File: src/rtl/rmf_pkg.sv
// Shared types for the running median filter: the status link passed between sorted cells.
`default_nettype none

package rmf_pkg;

	// Status that one cell hands to the cell below it in the sorted row; the cell above also reads its ge bit.
	typedef struct packed {
		logic ge;   // The held sample is greater than or equal to the incoming sample.
		logic gone; // The evicted sample sits in this cell or in one above it.
	} rmf_link_t;

endpackage

`default_nettype wire

File: src/rtl/running_median_filter.sv
// Running median filter top level: sorted cell row, fill counter, median select and output register.
// Pipeline: an accepted sample updates the cell row and enters the select stage; its median is then
// registered into the output register, from which the result beat is taken (select stage, output register).
// Throughput: one sample per cycle unless a stalled consumer holds the select stage; the sorted cell row
// inserts and evicts in the cycle of acceptance, in one combined step, which sets the throughput.
// Reset: arst_n clears the fill count, the pipeline valids and fills every cell with the reserved code.
// No clearing pass is needed after reset; the block accepts samples in the first cycle.
`default_nettype none

module running_median_filter #(
	parameter int WINDOW      = 9,
	parameter int SAMPLE_BITS = 16
) (
	input  wire logic                          clk,
	input  wire logic                          arst_n,
	input  wire logic                          in_valid,
	output logic                               in_ready,
	input  wire logic signed [SAMPLE_BITS-1:0] sample,
	output logic                               out_valid,
	input  wire logic                          out_ready,
	output logic signed      [SAMPLE_BITS-1:0] median_value
);
	import rmf_pkg::*;

	localparam int AGE_BITS  = (WINDOW > 2) ? $clog2(WINDOW) : 1;
	localparam int IDX_BITS  = (WINDOW > 2) ? $clog2(WINDOW) : 1;
	localparam int FILL_BITS = $clog2(WINDOW + 1);
	localparam logic signed [SAMPLE_BITS-1:0] SENTINEL = {1'b1, {(SAMPLE_BITS-1){1'b0}}};
	localparam logic [FILL_BITS-1:0] FILL_MAX = FILL_BITS'(WINDOW);

	// The cells hold the window in descending order. Empty cells hold the reserved most
	// negative code, which no clamped sample can equal, so they always sort to the bottom.
	logic signed [SAMPLE_BITS-1:0] cell_value [WINDOW];
	logic        [AGE_BITS-1:0]    cell_age   [WINDOW];
	rmf_link_t                     cell_link  [WINDOW];

	logic                          accept;
	logic signed [SAMPLE_BITS-1:0] new_value;
	logic [FILL_BITS-1:0]          fill_q;
	logic                          full;
	logic [FILL_BITS-1:0]          held_next;
	logic [IDX_BITS-1:0]           median_idx;

	logic                          valid_s1;
	logic [IDX_BITS-1:0]           idx_s1;
	logic                          adv_s1;
	logic                          out_valid_q;
	logic signed [SAMPLE_BITS-1:0] median_q;
	logic signed [SAMPLE_BITS-1:0] selected;

	// The input beat is taken whenever the select stage is empty or moves on in this cycle.
	assign adv_s1   = valid_s1 && (!out_valid_q || out_ready);
	assign in_ready = !valid_s1 || adv_s1;
	assign accept   = in_valid && in_ready;

	// The reserved code is raised by one so that it never collides with an empty cell.
	assign new_value = (sample == SENTINEL) ? SENTINEL + SAMPLE_BITS'(1) : sample;

	// Once the window is full, the cell whose age reaches WINDOW-1 is evicted.
	assign full = (fill_q == FILL_MAX);

	always_ff @(posedge clk or negedge arst_n) begin
		if (!arst_n) begin
			fill_q <= '0;
		end else if (accept && !full) begin
			fill_q <= fill_q + FILL_BITS'(1);
		end
	end

	// The result is the ceil(k/2)-th largest of k held samples, which is row index (k-1)/2.
	assign held_next  = full ? FILL_MAX : fill_q + FILL_BITS'(1);
	assign median_idx = IDX_BITS'((held_next - FILL_BITS'(1)) >> 1);

	genvar gi;
	generate
		for (gi = 0; gi < WINDOW; gi++) begin : g_cell
			logic signed [SAMPLE_BITS-1:0] up_value;
			logic        [AGE_BITS-1:0]    up_age;
			rmf_link_t                     up_link;
			logic signed [SAMPLE_BITS-1:0] down_value;
			logic        [AGE_BITS-1:0]    down_age;
			logic                          down_ge;

			// The top cell sees a virtual neighbor that outranks every sample and is never
			// evicted; the bottom cell sees an empty neighbor.
			if (gi == 0) begin : g_top
				assign up_value     = SENTINEL;
				assign up_age       = '0;
				assign up_link.ge   = 1'b1;
				assign up_link.gone = 1'b0;
			end else begin : g_mid
				assign up_value = cell_value[gi-1];
				assign up_age   = cell_age[gi-1];
				assign up_link  = cell_link[gi-1];
			end

			if (gi == WINDOW - 1) begin : g_bottom
				assign down_value = SENTINEL;
				assign down_age   = '0;
				assign down_ge    = 1'b0;
			end else begin : g_inner
				assign down_value = cell_value[gi+1];
				assign down_age   = cell_age[gi+1];
				assign down_ge    = cell_link[gi+1].ge;
			end

			rmf_cell #(
				.SAMPLE_BITS (SAMPLE_BITS),
				.AGE_BITS    (AGE_BITS),
				.WINDOW      (WINDOW)
			) u_cell (
				.clk        (clk),
				.arst_n     (arst_n),
				.load       (accept),
				.full       (full),
				.new_value  (new_value),
				.up_value   (up_value),
				.up_age     (up_age),
				.up_link    (up_link),
				.down_value (down_value),
				.down_age   (down_age),
				.down_ge    (down_ge),
				.value      (cell_value[gi]),
				.age        (cell_age[gi]),
				.link       (cell_link[gi])
			);
		end
	endgenerate

	// Select stage: the row has been updated by the accepted beat, and it stays put while
	// this stage holds, because no further beat is taken until the stage moves on.
	always_ff @(posedge clk or negedge arst_n) begin
		if (!arst_n) begin
			valid_s1 <= 1'b0;
		end else if (accept) begin
			valid_s1 <= 1'b1;
		end else if (adv_s1) begin
			valid_s1 <= 1'b0;
		end
	end

	always_ff @(posedge clk) begin
		if (accept) begin
			idx_s1 <= median_idx;
		end
	end

	always_comb begin
		selected = cell_value[0];
		for (int i = 0; i < WINDOW; i++) begin
			if (idx_s1 == IDX_BITS'(i)) begin
				selected = cell_value[i];
			end
		end
	end

	// Output register: keeps a finished median while the consumer stalls.
	always_ff @(posedge clk or negedge arst_n) begin
		if (!arst_n) begin
			out_valid_q <= 1'b0;
		end else if (adv_s1) begin
			out_valid_q <= 1'b1;
		end else if (out_ready) begin
			out_valid_q <= 1'b0;
		end
	end

	always_ff @(posedge clk) begin
		if (adv_s1) begin
			median_q <= selected;
		end
	end

	assign out_valid    = out_valid_q;
	assign median_value = median_q;

	// A delivered median is always a real sample, never the empty-cell code.
	a_no_sentinel_out: assert property (@(posedge clk) disable iff (!arst_n)
		out_valid_q |-> (median_q != SENTINEL))
		else $error("median output carries the empty-cell code");

	// The fill count saturates at the window length.
	a_fill_range: assert property (@(posedge clk) disable iff (!arst_n)
		fill_q <= FILL_MAX)
		else $error("fill count beyond window length");

	// After the first sample the top cell holds a real sample.
	a_top_filled: assert property (@(posedge clk) disable iff (!arst_n)
		(fill_q != '0) |-> (cell_value[0] != SENTINEL))
		else $error("top cell empty while samples are held");

	// The row stays in descending order after every update.
	generate
		for (gi = 0; gi < WINDOW - 1; gi++) begin : g_order_chk
			a_sorted: assert property (@(posedge clk) disable iff (!arst_n)
				cell_value[gi] >= cell_value[gi+1])
				else $error("sorted cell row out of order");
		end
	endgenerate

endmodule

`default_nettype wire

File: src/rtl/rmf_cell.sv
// One cell of the sorted sample row: holds a sample and its age and shifts with its neighbors.
`default_nettype none

module rmf_cell #(
	parameter int SAMPLE_BITS = 16,
	parameter int AGE_BITS    = 4,
	parameter int WINDOW      = 9
) (
	input  wire logic                          clk,
	input  wire logic                          arst_n,
	input  wire logic                          load,
	input  wire logic                          full,
	input  wire logic signed [SAMPLE_BITS-1:0] new_value,
	input  wire logic signed [SAMPLE_BITS-1:0] up_value,
	input  wire logic        [AGE_BITS-1:0]    up_age,
	input  wire rmf_pkg::rmf_link_t            up_link,
	input  wire logic signed [SAMPLE_BITS-1:0] down_value,
	input  wire logic        [AGE_BITS-1:0]    down_age,
	input  wire logic                          down_ge,
	output logic signed      [SAMPLE_BITS-1:0] value,
	output logic             [AGE_BITS-1:0]    age,
	output rmf_pkg::rmf_link_t                 link
);
	import rmf_pkg::*;

	localparam logic signed [SAMPLE_BITS-1:0] SENTINEL = {1'b1, {(SAMPLE_BITS-1){1'b0}}};
	localparam logic [AGE_BITS-1:0] OLDEST_AGE = AGE_BITS'(WINDOW - 1);

	logic signed [SAMPLE_BITS-1:0] value_q;
	logic        [AGE_BITS-1:0]    age_q;
	logic                          evict;
	logic                          ge;
	logic signed [SAMPLE_BITS-1:0] w_value;
	logic        [AGE_BITS-1:0]    w_age;
	logic                          w_ge;
	logic signed [SAMPLE_BITS-1:0] wp_value;
	logic        [AGE_BITS-1:0]    wp_age;
	logic                          wp_ge;
	logic signed [SAMPLE_BITS-1:0] value_d;
	logic        [AGE_BITS-1:0]    age_d;

	assign evict = full && (age_q == OLDEST_AGE);
	assign ge    = (value_q >= new_value);

	// Contents of this slot and of the slot above once the evicted sample is squeezed out.
	assign w_value  = link.gone ? down_value : value_q;
	assign w_age    = link.gone ? down_age : age_q;
	assign w_ge     = link.gone ? down_ge : ge;
	assign wp_value = up_link.gone ? value_q : up_value;
	assign wp_age   = up_link.gone ? age_q : up_age;
	assign wp_ge    = up_link.gone ? ge : up_link.ge;

	always_comb begin
		if (w_ge) begin
			value_d = w_value;
			age_d   = w_age + AGE_BITS'(1);
		end else if (wp_ge) begin
			value_d = new_value;
			age_d   = '0;
		end else begin
			value_d = wp_value;
			age_d   = wp_age + AGE_BITS'(1);
		end
	end

	always_ff @(posedge clk or negedge arst_n) begin
		if (!arst_n) begin
			value_q <= SENTINEL;
			age_q   <= '0;
		end else if (load) begin
			value_q <= value_d;
			age_q   <= age_d;
		end
	end

	assign value     = value_q;
	assign age       = age_q;
	assign link.ge   = ge;
	assign link.gone = up_link.gone | evict;

endmodule

`default_nettype wire
File: config.mk
export PLATFORM = sky130hd
export DESIGN_NAME = running_median_filter
export DESIGN_NICKNAME = d
export VERILOG_FILES = /design/src/rtl/rmf_pkg.sv /design/src/rtl/running_median_filter.sv /design/src/rtl/rmf_cell.sv
export SDC_FILE = /design/constraint.sdc
export NUM_CORES = 1
export LEC_CHECK = 0
export BUFFER_PORTS_ARGS = -buffer_cell sky130_fd_sc_hd__buf_2
export CAP_MARGIN = 20
export CORE_MARGIN = 3
export CORE_UTILIZATION = 40
export CTS_CLUSTER_SIZE = 40
export DETAILED_ROUTE_END_ITERATION = 12
export SLEW_MARGIN = 20
export SYNTH_ARGS = -nofsm -noshare
export SYNTH_HDL_FRONTEND = slang
export SYNTH_SLANG_ARGS = --single-unit
File: constraint.sdc
create_clock -name clk -period 3.3 [get_ports clk]
set_input_delay 0.33 -clock clk [delete_from_list [all_inputs] [get_ports clk]]
set_output_delay 0.33 -clock clk [all_outputs]
set_load 0.005 [all_outputs]
==> flow_summary.yaml <==
finish:
  final_nets: 2312
  nFillCells: 3768
  regArea_sq_mm: 0.005236
  final_layout_size_suffix_gt1_share_pct: 19.81
  final_area_sq_mm: 0.02047
  syn2layout_area_growth_pct: 23.61
  multi_input_area_sq_mm: 0.01060
  fin_util_pct: 50.82
power_and_ir_drop:
  vdd_drop_max_v: 0.0007678
  netSwitchingPower_mw: 10.82
  power_frac_clock_pct: 13.3
  switching_share_pct: 47.74
  p_leak_nw: 9.049
  cellInternalPower_mw: 11.84
  combPwrFrac_pct: 62.8
  seq_power_share_pct: 23.9
  design_power_total_mw: 22.66
  power_density_mw_per_mm2: 1107
route:
  post_drt_wl_per_cell_um: 27.44
  drt_wl_total_um: 73600
  route.layer.met1.wl_um: 29650
  drc: 0
  first_iter_violations: 1889
  met3_length_um: 6853
  highest_layer: "met4"
  dr_wl_met2_um: 32210
  postRouteAntennaNets: 0
  via_count: 17627
  firstDrtPassIters: 6
  viasPerCell: 6.572
timing:
  tightest_slew_ns: 0.8709
  setup_viol: 0
  hold_ws_ns: 0.08142
  relSlewSlack_pct: 41.94
  min_period_ns: 3.227
  slew_viol_final: 0
  timing.clock.skew_ns: 0.01647
  hold_viol: 0
  max_freq_mhz: 309.8
  setup_slack_ns: 0.07255
  final.period_utilization_pct: 97.80
setup_path:
  r2r_start: "g_cell[1].u_cell.value[13]"
  crit_type: "in -> reg"
  path_max_fanout: 12
  r2r_end: "g_cell[1].u_cell.value[15]"
  crit_slowest_cell: "a2111o_1"
  required_ns: 3.77
  crit_end: "g_cell[1].u_cell.value[3]"
  setup.worst_path.start: "sample[8]"
  cp_common_cell: "buf_4"
  endpoint_kind: "register"
  slowest_delay_ns: 0.44
  crit_arrival_ns: 3.69
  cp-start-kind: "primary input"
  reg2reg_depth: 11
  rrSetupSlack_ns: 0.12
  crit_chain: "buf_2, nor4_4, buf_4, a41o_1, buf_12, buf_4, ha_1, nor2b_1, o211ai_1, a2111oi_0, a2111o_1, mux2i_2, o31ai_4, buf_4, clkbuf_16, and3_1, o31ai_1"
clock_tree:
  cts_tree: "yes"
  cts_made_buffers: 26
  cts_max_level: 1
  clk_latency_ns: 0.56
  clk_pin_slew_ns: 0.06
  cts_buffer_depth: 3
  root_buffer: "clkbuf_16"
  cts.sinks: 205
yosys:
  syn_avg_cell_area_sq_um: 8.634
  synth_ff_type: "dfrtp_1"
  yosysSeqAreaShare_pct: 31.62
  async_reset_ff_share_pct: 90.73
  synth_edf_count: 19
  synth_fp_nets: 2093
  syn_inst: 1918
  ys_ff_latch: 205
  synth_warnings: 0
  synth_area_sq_mm: 0.01656
  synth_cell_type_count: 83
grt:
  grt_pass1_vias: 17198
  grtUsageTotal_pct: 32.41
  grt_pass1_wl_um: 109500
  grt_overflow_total: 0
  grt_max_degree: 77
  antenna_found_initial: 0
hold_path:
  min_delay_path_depth: 3
  min_path_type: "in -> reg"
place:
  postPlaceCellArea_sq_mm: 0.01952
  gp_congestion: 0.9945
  hpwl_um: 53950
  place_worst_setup_slack_ns: -0.6881
  io_buffers: 37
floorplan:
  io-pin-count: 38
  rows: 73
  core_area_sq_mm: 0.04028
  start_util_pct: 41.11
  die_y_um: 209.5
  fp.dieW_um: 209.5
  die_area_sq_mm: 0.04388
flow_run:
  cap_violations: 0
run_status:
  outcome: "finished, final reports clean"
-- synthesized netlist by cell type, drive strengths merged, types with 21 or more instances --
| cell type | n | area share, % |
|---|---|---|
| a21oi | 152 | 4.7 |
| o21ai | 89 | 2.7 |
| inv | 83 | 1.9 |
| nor2 | 138 | 3.1 |
| o22a | 21 | 1.1 |
| nor3 | 25 | 0.85 |
| nand2 | 182 | 4.1 |
| buf | 37 | 1.1 |
| dfrtp | 177 | 27 |
| nand3 | 47 | 1.4 |
| clkbuf | 91 | 2.1 |
| a22oi | 71 | 3.2 |
| o31ai | 61 | 2.8 |
| nand4 | 30 | 1.2 |
| o21a | 27 | 1.2 |
| o22ai | 90 | 3.4 |
| o221ai | 29 | 1.5 |
| mux2i | 89 | 5.5 |
| ha | 155 | 12 |
-- power groups by stage --
stage	combinational, mW	sequential [mW]	clock, mW
2_1_floorplan	8.03	5.06	0
3_3_place_gp	13.5	5.37	0
3_5_place_dp	13.8	5.39	0
4_1_cts	13.8	5.37	3.04
5_1_grt	15.3	5.54	3.12
6_report	14.2	5.41	3.02
-- area by class of cell --
| type | count | share of cell area, % |
|---|---|---|
| inverter | 84 | 1.540 |
| sequential | 205 | 25.58 |
| timing repair buffer | 319 | 13.66 |
| tap | 525 | 3.209 |
| clock buffer | 37 | 3.533 |
| multi-input combinational | 1501 | 51.77 |
| clock inverter | 9 | 0.6846 |
| antenna | 2 | 0.02445 |
-- worst min path at each step --
| stage | from | endpoint | slack (ns) |
|---|---|---|---|
| finish | out_ready | out_valid | 0.08 |
| global route | out_ready | out_valid | 0.11 |
| CTS | out_ready | out_valid | 0.07 |
| detailed placement | arst_n | valid_s1 | 0.37 |
| global placement | arst_n | valid_s1 | 0.37 |
| floorplan | arst_n | fill_q[0] | 0.03 |
-- sequential cells by signal (all words and copies together), names as in the netlist --
register / count
median_value: 16
valid_s1: 1
idx_s1: 3
out_valid: 1
fill_q: 4
g_cell.u_cell.age: 36
g_cell.u_cell.value: 144
-- worst max-delay path, delay by kind of cell --
| kind | cells | cell delay (ns) |
|---|---|---|
| AND/OR/NAND/NOR | 3 | 0.57 |
| multiplexers | 1 | 0.28 |
| AO/OA/AOI/OAI | 6 | 1.27 |
| buffers and inverters | 6 | 1.02 |
| adder cells (fa/ha/maj) | 1 | 0.19 |
-- per-stage QoR --
| step | std cells | setup TNS, ns |
|---|---|---|
| final | 2682 | 0 |
| after global routing | 2680 | -0.09688 |
| after CTS | 2678 | 0 |
| after detailed placement | 2630 | -62.24 |
| after global placement | 2630 | -63.61 |
| after floorplan | 1918 | 0 |
-- logic make-up after synthesis --
group           after synthesis  synth area share [%]
simple gates                524                 15.17
compound gates              692                 28.48
buf+inv                     212                 5.108
flops                       205                 31.62
mux                         108                 6.747
fa+ha+maj                   155                 11.71
xor+xnor                     22                 1.164
-- cell usage in the layout (no fill, tap or decap), types with 28 or more instances in the layout --
master and n:
dfrtp_1 177, a22oi_1 71, nand4_1 29, inv_1 74, o221ai_1 29, o21ai_0 80, mux2i_1 87, buf_4 242
a21oi_1 148, nand3_1 47, nor2_1 136, nand2_1 181, buf_12 37, ha_1 154, buf_2 36, clkbuf_16 28
o31ai_1 59, o22ai_1 90
-- layer usage --
layer,vias up,track usage (%)
met3,243,6.861
met5,-,0
met2,969,49.67
met4,0,17.25
li1,7778,-
met1,8637,42.94
-- repair_timing --
item | CTS | global route
gates cloned | 0 | 1
pin swaps | 0 | 3
endpoints found under the hold margin | 56 | 0
buffers inserted | 0 | 1
hold buffers | 2 | 0
resized for setup | 1 | 4
endpoints found under the setup margin | 1 | 80
Note: power is estimated with default switching activity, not from simulation.
